<file path="src/rtl/rdd_pkg.sv">
// Shared types, constants and the control program of the radix digit decomposer.
`timescale 1ns / 1ps
package rdd_pkg;

   // Default sizes handed to the top level.
   localparam int DEF_VALUE_WIDTH = 64;
   localparam int DEF_MAX_DIGITS  = 64;

   // Fixed field widths.
   localparam int COEF_W     = 64;
   localparam int BASE_W     = 63;
   localparam int CNT_W      = 7;
   localparam int POS_W      = 6;
   localparam int REQ_DATA_W = 64;
   localparam int RSP_DATA_W = 72;

   // Register port.
   localparam int CSR_ADDR_W = 4;
   localparam int CSR_DATA_W = 64;
   localparam logic CSR_IDX_BASE  = 1'b0;
   localparam logic CSR_IDX_COUNT = 1'b1;
   localparam logic [BASE_W-1:0] RESET_BASE  = BASE_W'(2);
   localparam logic [CNT_W-1:0]  RESET_COUNT = CNT_W'(60);

   // Program steps.
   typedef enum logic [1:0] {
      STEP_WAIT,
      STEP_DIV,
      STEP_EMIT,
      STEP_NEXT
   } rdd_step_type;

   // Branch conditions a control word can test.
   typedef enum logic [1:0] {
      COND_IN_VALID,
      COND_BITS_DONE,
      COND_OUT_FREE,
      COND_DIGITS_DONE
   } rdd_cond_type;

   // One control word of the program.
   typedef struct packed {
      logic         ready;
      logic         load;
      logic         shift;
      logic         emit;
      rdd_cond_type cond;
      rdd_step_type target_true;
      rdd_step_type target_false;
   } rdd_uword_type;

   // Status seen by the sequencer.
   typedef struct packed {
      logic in_valid;
      logic bits_done;
      logic out_free;
      logic digits_done;
   } rdd_status_type;

   // Qualified actions driven into the datapath.
   typedef struct packed {
      logic ready;
      logic load;
      logic shift;
      logic emit;
   } rdd_ctrl_type;

   // Control store: wait for a word, run the bit loop, emit, test for the last digit.
   function automatic rdd_uword_type rdd_ucode(input rdd_step_type step);
      rdd_uword_type w;
      begin
         case (step)
            STEP_WAIT: w = '{1'b1, 1'b1, 1'b0, 1'b0, COND_IN_VALID,    STEP_DIV,  STEP_WAIT};
            STEP_DIV:  w = '{1'b0, 1'b0, 1'b1, 1'b0, COND_BITS_DONE,   STEP_EMIT, STEP_DIV};
            STEP_EMIT: w = '{1'b0, 1'b0, 1'b0, 1'b1, COND_OUT_FREE,    STEP_NEXT, STEP_EMIT};
            STEP_NEXT: w = '{1'b0, 1'b0, 1'b0, 1'b0, COND_DIGITS_DONE, STEP_WAIT, STEP_DIV};
            default:   w = '{1'b0, 1'b0, 1'b0, 1'b0, COND_IN_VALID,    STEP_WAIT, STEP_WAIT};
         endcase
         return w;
      end
   endfunction

endpackage

</file>
<file path="src/rtl/rdd_sequencer.sv">
// Microcoded sequencer: step counter, control store lookup and conditional branch.
`timescale 1ns / 1ps
module rdd_sequencer (
   input  logic                    clock,
   input  logic                    reset,
   input  rdd_pkg::rdd_status_type status,
   output rdd_pkg::rdd_ctrl_type   ctrl
);
   import rdd_pkg::*;

   rdd_step_type  step_ff;
   rdd_step_type  step_in;
   rdd_uword_type uword;
   logic          cond_true;

   // Fetch the control word for the current step.
   assign uword = rdd_ucode(step_ff);

   // Evaluate the branch condition and qualify the actions.
   always_comb begin
      case (uword.cond)
         COND_IN_VALID:    cond_true = status.in_valid;
         COND_BITS_DONE:   cond_true = status.bits_done;
         COND_OUT_FREE:    cond_true = status.out_free;
         COND_DIGITS_DONE: cond_true = status.digits_done;
         default:          cond_true = 1'b0;
      endcase
      step_in    = cond_true ? uword.target_true : uword.target_false;
      ctrl.ready = uword.ready;
      ctrl.load  = uword.load & status.in_valid;
      ctrl.shift = uword.shift;
      ctrl.emit  = uword.emit & status.out_free;
   end

   // Step counter.
   always_ff @(posedge clock) begin
      if (reset) begin
         step_ff <= STEP_WAIT;
      end else begin
         step_ff <= step_in;
      end
   end

   // A load only happens from the wait step, and an emit never overwrites a held word.
   a_load_only_when_waiting: assert property (@(posedge clock) disable iff (reset)
      ctrl.load |=> step_ff == STEP_DIV)
      else $error("load did not enter the bit loop");
   a_emit_needs_room: assert property (@(posedge clock) disable iff (reset)
      ctrl.emit |-> status.out_free)
      else $error("emit while output register busy");
   a_loop_exits_to_emit: assert property (@(posedge clock) disable iff (reset)
      (step_ff == STEP_DIV && status.bits_done) |=> step_ff == STEP_EMIT)
      else $error("bit loop did not exit to emit");

endmodule

</file>
<file path="src/rtl/radix_digit_decomposer_top.sv">
// Top level of the radix digit decomposer: register port, divider datapath, output register.
//
// Usage: each word on the req_ channel is one unsigned coefficient. The block
// splits it into digit_count base-b digits, least significant first, and sends
// one word per digit on the rsp_ channel, with tlast on the final digit.
// radix_base (byte address 0) and digit_count (byte address 8) are written
// through the csr_ port while the block is idle. A base below two acts as two,
// a count of zero acts as one and a count above MAX_DIGITS acts as MAX_DIGITS.
// Timing: each digit is one restoring division by the base, one quotient bit
// per cycle, followed by the emit step and the branch step of the control
// program. A new coefficient is accepted only once the previous one has been
// fully emitted into the output register.
// Reset: registers return to base 2 and 60 digits, the program returns to its
// wait step and the output register empties.
// Stall: if the receiver holds rsp_tready low, the digit waits in the output
// register and the program waits at its emit step until the register frees.
`timescale 1ns / 1ps
module radix_digit_decomposer_top #(
   parameter int VALUE_WIDTH = rdd_pkg::DEF_VALUE_WIDTH,
   parameter int MAX_DIGITS  = rdd_pkg::DEF_MAX_DIGITS
) (
   input  logic                            clock,
   input  logic                            reset,
   // Input channel. tdata: coefficient[63:0].
   input  logic                            req_tvalid,
   output logic                            req_tready,
   input  logic [rdd_pkg::REQ_DATA_W-1:0]  req_tdata,
   // Result channel. tdata: digit_value[62:0], digit_position[68:63], zero[71:69].
   output logic                            rsp_tvalid,
   input  logic                            rsp_tready,
   output logic [rdd_pkg::RSP_DATA_W-1:0]  rsp_tdata,
   output logic                            rsp_tlast,
   // Register port.
   input  logic                            csr_psel,
   input  logic                            csr_penable,
   input  logic                            csr_pwrite,
   input  logic [rdd_pkg::CSR_ADDR_W-1:0]  csr_paddr,
   input  logic [rdd_pkg::CSR_DATA_W-1:0]  csr_pwdata,
   output logic [rdd_pkg::CSR_DATA_W-1:0]  csr_prdata,
   output logic                            csr_pready
);
   import rdd_pkg::*;

   localparam int BIT_W = $clog2(VALUE_WIDTH);

   // Configuration registers.
   logic [BASE_W-1:0] radix_base_ff;
   logic [CNT_W-1:0]  digit_count_ff;
   logic              csr_write;
   logic              csr_idx;

   // Divider datapath.
   logic [VALUE_WIDTH-1:0] quot_ff;
   logic [BASE_W-1:0]      rem_ff;
   logic [BIT_W-1:0]       bit_cnt_ff;
   logic [CNT_W-1:0]       digit_cnt_ff;
   logic [BASE_W-1:0]      base_eff;
   logic [CNT_W-1:0]       count_eff;
   logic [BASE_W:0]        trial;
   logic                   trial_ge;
   logic [BASE_W:0]        trial_diff;
   logic                   last_digit;

   // Output register.
   logic                  rsp_valid_ff;
   logic [BASE_W-1:0]     rsp_digit_ff;
   logic [POS_W-1:0]      rsp_pos_ff;
   logic                  rsp_last_ff;
   logic                  out_free;

   rdd_status_type status;
   rdd_ctrl_type   ctrl;

   // Register port: always ready, write on the access phase.
   assign csr_pready = 1'b1;
   assign csr_idx    = csr_paddr[3];
   assign csr_write  = csr_psel & csr_penable & csr_pwrite;

   always_ff @(posedge clock) begin
      if (reset) begin
         radix_base_ff  <= RESET_BASE;
         digit_count_ff <= RESET_COUNT;
      end else if (csr_write) begin
         case (csr_idx)
            CSR_IDX_BASE:  radix_base_ff  <= csr_pwdata[BASE_W-1:0];
            CSR_IDX_COUNT: digit_count_ff <= csr_pwdata[CNT_W-1:0];
            default:       radix_base_ff  <= radix_base_ff;
         endcase
      end
   end

   always_comb begin
      case (csr_idx)
         CSR_IDX_BASE:  csr_prdata = CSR_DATA_W'(radix_base_ff);
         CSR_IDX_COUNT: csr_prdata = CSR_DATA_W'(digit_count_ff);
         default:       csr_prdata = '0;
      endcase
   end

   // Effective base and digit count after clamping.
   always_comb begin
      base_eff = (radix_base_ff < BASE_W'(2)) ? BASE_W'(2) : radix_base_ff;
      if (digit_count_ff == '0) begin
         count_eff = CNT_W'(1);
      end else if (digit_count_ff > CNT_W'(MAX_DIGITS)) begin
         count_eff = CNT_W'(MAX_DIGITS);
      end else begin
         count_eff = digit_count_ff;
      end
   end

   // One restoring division step: shift in the next dividend bit and try a subtract.
   assign trial      = {rem_ff, quot_ff[VALUE_WIDTH-1]};
   assign trial_ge   = trial >= {1'b0, base_eff};
   assign trial_diff = trial - {1'b0, base_eff};
   assign last_digit = (CNT_W'(digit_cnt_ff + CNT_W'(1)) == count_eff);

   // Sequencer status and instance.
   assign out_free           = ~rsp_valid_ff | rsp_tready;
   assign status.in_valid    = req_tvalid;
   assign status.bits_done   = (bit_cnt_ff == '0);
   assign status.out_free    = out_free;
   assign status.digits_done = (digit_cnt_ff == count_eff);

   rdd_sequencer u_sequencer (
      .clock  (clock),
      .reset  (reset),
      .status (status),
      .ctrl   (ctrl)
   );

   assign req_tready = ctrl.ready;

   // Datapath registers under control of the program.
   always_ff @(posedge clock) begin
      if (reset) begin
         quot_ff      <= '0;
         rem_ff       <= '0;
         bit_cnt_ff   <= '0;
         digit_cnt_ff <= '0;
      end else if (ctrl.load) begin
         quot_ff      <= req_tdata[VALUE_WIDTH-1:0];
         rem_ff       <= '0;
         bit_cnt_ff   <= BIT_W'(VALUE_WIDTH - 1);
         digit_cnt_ff <= '0;
      end else if (ctrl.shift) begin
         quot_ff    <= {quot_ff[VALUE_WIDTH-2:0], trial_ge};
         rem_ff     <= trial_ge ? trial_diff[BASE_W-1:0] : trial[BASE_W-1:0];
         bit_cnt_ff <= BIT_W'(bit_cnt_ff - BIT_W'(1));
      end else if (ctrl.emit) begin
         // The quotient stays as the next dividend; clear the remainder for the next digit.
         rem_ff       <= '0;
         bit_cnt_ff   <= BIT_W'(VALUE_WIDTH - 1);
         digit_cnt_ff <= CNT_W'(digit_cnt_ff + CNT_W'(1));
      end
   end

   // Output register: loaded on emit, emptied when the receiver takes the word.
   always_ff @(posedge clock) begin
      if (reset) begin
         rsp_valid_ff <= 1'b0;
      end else if (ctrl.emit) begin
         rsp_valid_ff <= 1'b1;
      end else if (rsp_tready) begin
         rsp_valid_ff <= 1'b0;
      end
   end

   always_ff @(posedge clock) begin
      if (ctrl.emit) begin
         rsp_digit_ff <= rem_ff;
         rsp_pos_ff   <= digit_cnt_ff[POS_W-1:0];
         rsp_last_ff  <= last_digit;
      end
   end

   assign rsp_tvalid = rsp_valid_ff;
   assign rsp_tdata  = {(RSP_DATA_W - BASE_W - POS_W)'(0), rsp_pos_ff, rsp_digit_ff};
   assign rsp_tlast  = rsp_last_ff;

   // The partial remainder always stays below the base.
   a_rem_below_base: assert property (@(posedge clock) disable iff (reset)
      ctrl.shift |-> rem_ff < base_eff)
      else $error("partial remainder not below base");
   // While the bit loop runs, the digit counter stays below the effective count.
   a_count_bounded: assert property (@(posedge clock) disable iff (reset)
      ctrl.shift |-> digit_cnt_ff < count_eff)
      else $error("digit counter beyond digit count");
   // The last digit of a run sits at position count minus one.
   a_last_position: assert property (@(posedge clock) disable iff (reset)
      (rsp_valid_ff && rsp_last_ff) |-> rsp_pos_ff == POS_W'(count_eff - CNT_W'(1)))
      else $error("last flag on wrong digit position");
   // After the last digit is emitted, the program passes the branch step and returns to the wait step.
   a_load_after_run: assert property (@(posedge clock) disable iff (reset)
      ctrl.emit && last_digit |=> req_tready == 1'b0 ##1 req_tready == 1'b1)
      else $error("run did not return to the wait step");

endmodule

</file>
<file path="config.mk">
export PLATFORM = sky130hd
export DESIGN_NAME = radix_digit_decomposer_top
export DESIGN_NICKNAME = d
export VERILOG_FILES = /design/src/rtl/rdd_pkg.sv /design/src/rtl/rdd_sequencer.sv /design/src/rtl/radix_digit_decomposer_top.sv
export SDC_FILE = /design/constraint.sdc
export NUM_CORES = 1
export LEC_CHECK = 0
export ABC_AREA = 1
export CELL_PAD_IN_SITES_DETAIL_PLACEMENT = 1
export CELL_PAD_IN_SITES_GLOBAL_PLACEMENT = 2
export CORE_UTILIZATION = 30
export DETAILED_ROUTE_END_ITERATION = 16
export DONT_BUFFER_PORTS = 1
export PLACE_DENSITY = 0.82
export SETUP_SLACK_MARGIN = 0.3
export SLEW_MARGIN = 40
export SYNTH_ARGS = -nofsm -noshare
export SYNTH_HDL_FRONTEND = slang
export SYNTH_HIERARCHICAL = 1
export SYNTH_SLANG_ARGS = --single-unit
export TNS_END_PERCENT = 1
</file>
<file path="constraint.sdc">
create_clock -name clock -period 7.1 [get_ports clock]
set_clock_uncertainty 0.15 [all_clocks]
set_input_delay 1.42 -clock clock [delete_from_list [all_inputs] [get_ports clock]]
set_output_delay 1.42 -clock clock [all_outputs]
set_load 0.01 [all_outputs]
</file>
-- Word level (Yosys, flattened, before mapping)
Index checks and enable logic that the tools add are counted.
- register bits: 283
- input bits: 139
- output and inout port bits: 140
- word-level logic and storage cells: 62
- $add $sub $neg: 3
- magnitude comparators: 3
- equal/unequal tests: 8
- mux-type cells: 17
- bitwise operators: 8
- reductions and logical operators: 12
- operators with widths (operator ; number):
    two-way mux 63 bit ; 4
    two-way mux 64 bit ; 2
    case mux 64 bit (2 select lines) ; 1
    >= comparator 64 x 63 -> 1 bit ; 1
    < comparator 63 x 2 -> 1 bit (second input constant) ; 1
    subtractor 63 bit ; 1
    case mux 10 bit (4 select lines) ; 1
    two-way mux 6 bit ; 3
    == test 7 bit ; 2
    two-way mux 7 bit ; 2
    == test 2 bit (second input constant) ; 4
    adder 7 x 1 -> 7 bit (second input constant) ; 1
    > comparator 7 bit (second input constant) ; 1
    logical NOT 7 bit ; 1
    logical NOT 6 bit ; 1
    AND reduction 2 bit ; 3
    nonzero test 2 bit ; 3
    subtractor 6 x 1 -> 6 bit (second input constant) ; 1
    bitwise AND 1 bit ; 4
    == test 2 x 1 -> 1 bit (second input constant) ; 2
    logical NOT 2 bit ; 2
    case mux 1 bit (4 select lines) ; 1
    NOT 1 bit ; 3
    nonzero test 3 bit ; 1
    other kinds (4) ; 5

-- Depth between registers and ports, before layout
- word-level depth: 6
- depth in mapped cells: 23
- mapped depth without buffers: 22

-- By module
The synthesis kept the hierarchy.
- by module, submodules not included (module ; instances ; cells an instance ; area each (um^2) ; sequential area each (um^2)):
    radix_digit_decomposer_top ; 1 ; 2844 ; 18223.7 ; 6326.1
    rdd_sequencer ; 1 ; 33 ; 225.2 ; 40.0

-- Worst setup path before layout
OpenSTA, ideal clock, no wires.
- path kind: input to register
- from: input port rsp_tready
- to: register rem_ff[55]
- setup time: 0.138 ns
- arrival time: 3.803 ns
- required time: 6.812 ns
- setup slack: 3.009 ns
- stages: 8
- path buffers: 1
- path through: inv_1 > nand2_1 > nand2_1 > inv_1 > nor2_1 > clkbuf_1 > nand2_1 > a21oi_2
- RTL lines (what ; RTL line ; RTL):
    start: declaration ; radix_digit_decomposer_top.sv:30 ; input logic rsp_tready,
    end signal: assignment ; radix_digit_decomposer_top.sv:148 ; rem_ff <= trial_ge ? trial_diff[BASE_W-1:0] : trial[BASE_W-1:0];
    end: declaration ; radix_digit_decomposer_top.sv:54 ; logic [BASE_W-1:0] rem_ff;

-- Final worst setup path
- from: register radix_base_ff[43]
- to: register rem_ff[49]
- cells in the longest elaborated chain, start to end: 5
- elaborated cells on any way between the ends: 6
- those cells by class: add/sub (1); order compare (2); mux (3)
- RTL lines (what ; RTL line ; RTL):
    start: declaration ; radix_digit_decomposer_top.sv:47 ; logic [BASE_W-1:0] radix_base_ff;
    start signal: assignment ; radix_digit_decomposer_top.sv:85 ; CSR_IDX_BASE: radix_base_ff <= csr_pwdata[BASE_W-1:0];
    start signal: assignment ; radix_digit_decomposer_top.sv:87 ; default: radix_base_ff <= radix_base_ff;
    < comparator 63 x 2 -> 1 bit ; radix_digit_decomposer_top.sv:102 ; base_eff = (radix_base_ff < BASE_W'(2)) ? BASE_W'(2) : radix_base_ff;
    two-way mux 63 bit * ; radix_digit_decomposer_top.sv:102 ;
    subtractor 63 bit / >= comparator 64 x 63 -> 1 bit (equally long branches) ; radix_digit_decomposer_top.sv:115, radix_digit_decomposer_top.sv:114 ;
    two-way mux 63 bit * ; radix_digit_decomposer_top.sv:148 ;
    two-way mux 63 bit * ; radix_digit_decomposer_top.sv:146 ; end else if (ctrl.shift) begin
Mark *: on every way between the ends. The rest lies on a longest branch, timed or not.
A chain may end at the register's enable or synchronous reset.

==> summary.md <==
| Metric | Value |
|---|---|
| Status | finished clean |
| Register area | 0.006366 mm2 |
| Final HPWL DP | 52,740 um |
| Min-Delay Endpoint | bit_cnt_ff[0] |
| # diodes | 0 |
| H-Tree Depth | 2 |
| Starting Density | 30.45% |
| Synth Warn # | 6 |
| EDFF count, synth | 70 |
| Share of post-route cells with drive strength above 1 | 5.561% |
| Startpoint Class | register |
| Vias in the first global route | 18,100 |
| Via count | 17,560 |
| Area of the multi-input gates | 0.009445 mm2 |
| Max clock buf depth | 3 |
| Rows | 90 |
| CTS tree | built |
| Max-slew violation count | 0 |
| FF+latch count, synth | 283 |
| Setup-failing EPs final | 0 |
| Setup Buffers After CTS | 0 |
| Filler cells | 7,818 |
| Drt pass-1 iters | 4 |
| Global-route wire length before repair | 104,100 um |
| Setup TNS | 0 ns |
| NumNets Final | 3,045 |
| Routed vias/inst | 4.822 |
| Antenna-violating nets left | 0 |
| F_max | 208.2 MHz |
| RSZ-0062 raised after global routing | false |
| WP data required | 7.36 ns |
| Clock root buffer | clkbuf_16 |
| Total GRT Usage | 21.16% |
| Reg2reg end | rem_ff[49] |
| Final Hold Viols | 0 |
| Reg-to-reg critical path startpoint | radix_base_ff[43] |
| Reg2reg path depth | 22 |
| Worst Path Arrival | 5.06 ns |
| Critical path class | reg2reg |
| Worst min path class | reg2reg |
| Area Overhead vs Synth | 9.990% |
| I/O Pins | 279 |
| Core Footprint | 0.06058 mm2 |
| Avg Inst Size Synth | 6.413 um2 |
| CTS buffer count | 35 |
| Fin crit period | 4.803 ns |
| Tightest Pin Transition | 0.8259 ns |
| Maximum number of pins on one net before global-route repair | 82 |
| Non-Filler Instances | 3,641 |
| Min-delay src | bit_cnt_ff[0] |
| Die Y | 250.0 um |
| Post-synth ARST share | 0% |
| Hold_buf cts | 0 |
| Drt total wl | 66,520 um |
| PortBufs | 0 |
| Fin crit share | 67.64% |
| Worst slew margin | 44.94% |
| GPL Wtd Cong | 0.9468 |
| Register area share after synthesis | 34.51% |
| Clock Latency Late Sink | 0.59 ns |
| Critical Path Fanout Max | 64 |
| Post_cts resized | 0 |
| Top FF cell, synth | dfxtp_1 |
| Grt total ovfl | 0 |
| Inst Count DP | 3,577 |
| Crit end category | register |
| Max cap viols | 0 |
| Antenna violations before repair | 1 |
| Hold path depth | 1 |
| Worst-path clk slew | 0.06 ns |
| DRC | 0 |
| Die W | 250.0 um |
| Clk sinks | 283 |
| R2r setup slk | 2.30 ns |
| Initial DRC Count | 752 |
| Gate Count Post-Synth | 2,877 |
| Synth Cell Area | 0.01845 mm2 |
| DR WL/cell | 18.27 um |
| Synth unique cells | 46 |
| Total die area | 0.06249 mm2 |
==> stage by stage <==
step                      worst slack [ns]  util [%]  hold WS, ns  area [um2]
final                                2.297     33.49       0.3072       20290
after global routing                 1.951     33.49       0.3423       20290
after CTS                            2.247     33.46       0.3127       20270
after detailed placement             2.277     31.46       0.3009       19060
after global placement               2.220     31.45       0.2936       19050
after floorplan                      3.009         -       0.2723       18460
==> state kept, by name (all words and copies together) (netlist names) <==
| register | flops |
|---|---|
| u_sequencer/step_ff | 2 |
| digit_cnt_ff | 7 |
| rsp_tvalid | 1 |
| rsp_pos_ff | 6 |
| digit_count_ff | 7 |
| radix_base_ff | 63 |
| bit_cnt_ff | 6 |
| rsp_tlast | 1 |
| rem_ff | 63 |
| rsp_digit_ff | 63 |
| quot_ff | 64 |
==> worst max-delay path, cell delays in order, from the launching register on <==
cell	delay, ns
dfxtp_1	0.30
inv_1	0.20
nand4_1	0.37
nor4_1	0.37
buf_4	0.21
nand4_1	0.12
and2_1	0.19
ha_1	0.21
fa_1	0.36
inv_1	0.13
nand2_1	0.09
nand2_1	0.08
nand3_1	0.09
nand2_2	0.14
nand2_2	0.07
nand2_2	0.13
nand2_2	0.09
nand3_4	0.09
nand2_8	0.27
nand2_8	0.47
nand3_1	0.26
nand2_1	0.13
a21oi_1	0.06
==> cells in the final DEF, fill, tap and decap left out, types with 5 or more instances in the layout <==
cell type	synthesis	final
inv_1	541	537
a22oi_1	5	5
nand3_1	148	148
xor2_1	12	12
dfxtp_1	213	213
a21oi_1	166	166
nand2_2	14	14
buf_4	7	13
nand2_1	886	886
nand4_1	26	26
nand3b_1	55	55
conb_1	2	5
clkinv_2	0	8
nor3_1	15	15
nor4_1	9	8
xnor2_1	32	32
o21ai_0	185	185
nor2_2	9	10
o221ai_1	6	6
nand3_2	10	10
ha_1	72	71
nor2_1	221	219
inv_2	23	24
edfxtp_1	70	70
clkinv_1	14	18
a21oi_2	12	12
clkbuf_16	0	35
==> kinds of logic (layout without fill, tap and decap cells) <==
family,after synthesis,after routing,synth area share [%]
AO/OA/AOI/OAI,390,390,11.23
XOR/XNOR,44,44,2.089
adder cells (fa/ha/maj),73,73,4.992
buffers and inverters,676,655,14.46
flip-flops,283,283,34.51
other,2,5,0.04071
AND/OR/NAND/NOR,1409,1409,32.68
==> layout make-up <==
type / instances / share of cell area, %
Clock buffer: 42 / 4.594
Timing Repair Buffer: 14 / 0.5796
Inverter: 578 / 10.72
Multi-Input combinational cell: 1921 / 46.55
Tap cell: 782 / 4.822
Clock inverter: 21 / 1.369
Sequential cell: 283 / 31.37
==> per-layer routing <==
| layer | GRT usage (%) | part of all wire [%] | up-vias |
|---|---|---|---|
| met5 | 0 | 0.017 | - |
| met4 | 5.136 | 2.1 | 2 |
| met3 | 4.214 | 4.5 | 84 |
| met2 | 36.47 | 48 | 273 |
| met1 | 26.90 | 46 | 8396 |
| li1 | - | - | 8803 |
==> worst max path at each step <==
| stage | end | cells past startpoint | slack [ns] | startpoint |
|---|---|---|---|---|
| after floorplan | rem_ff[55] | 8 | 3.01 | rsp_tready |
| final | rem_ff[49] | 22 | 2.30 | radix_base_ff[43] |
| after CTS | rem_ff[49] | 22 | 2.25 | radix_base_ff[43] |
| after global routing | rem_ff[49] | 22 | 1.95 | radix_base_ff[43] |
| after global placement | rem_ff[49] | 21 | 2.22 | radix_base_ff[51] |
| after detailed placement | rem_ff[49] | 22 | 2.28 | radix_base_ff[43] |
==> synth_stat cells, types with 2 or more instances <==
| cell type | n | area, um2 |
|---|---|---|
| nand2_1 | 886 | 3326 |
| inv_1 | 541 | 2031 |
| nor2_1 | 221 | 829.6 |
| dfxtp_1 | 213 | 4264 |
| o21ai_0 | 185 | 925.9 |
| a21oi_1 | 166 | 830.8 |
| nand3_1 | 148 | 740.7 |
| ha_1 | 72 | 900.9 |
| edfxtp_1 | 70 | 2102 |
| clkbuf_1 | 65 | 244.0 |
| nand3b_1 | 55 | 412.9 |
| xnor2_1 | 32 | 280.3 |
| nand4_1 | 26 | 162.7 |
| inv_2 | 23 | 86.33 |
| nor3_1 | 15 | 75.07 |
| clkinv_1 | 14 | 52.55 |
| nand2_2 | 14 | 87.58 |
| buf_6 | 13 | 146.4 |
| a21oi_2 | 12 | 105.1 |
| xor2_1 | 12 | 105.1 |
| nand3_2 | 10 | 100.1 |
| nor2_2 | 9 | 56.30 |
| nor4_1 | 9 | 56.30 |
| buf_1 | 8 | 30.03 |
| buf_4 | 7 | 52.55 |
| o221ai_1 | 6 | 52.55 |
| a22oi_1 | 5 | 37.54 |
| buf_2 | 5 | 25.02 |
| a31o_2 | 4 | 35.03 |
| a21o_1 | 3 | 22.52 |
| a31oi_1 | 3 | 18.77 |
| and2_1 | 3 | 18.77 |
| and3_1 | 3 | 18.77 |
| nor2_4 | 3 | 33.78 |
| a21boi_0 | 2 | 15.01 |
| conb_1 | 2 | 7.510 |
| nand2_8 | 2 | 40.04 |
| or2_2 | 2 | 12.51 |
Power is not shown: default switching activity piles up to over one toggle a cycle in this logic, so the estimate is an artifact.
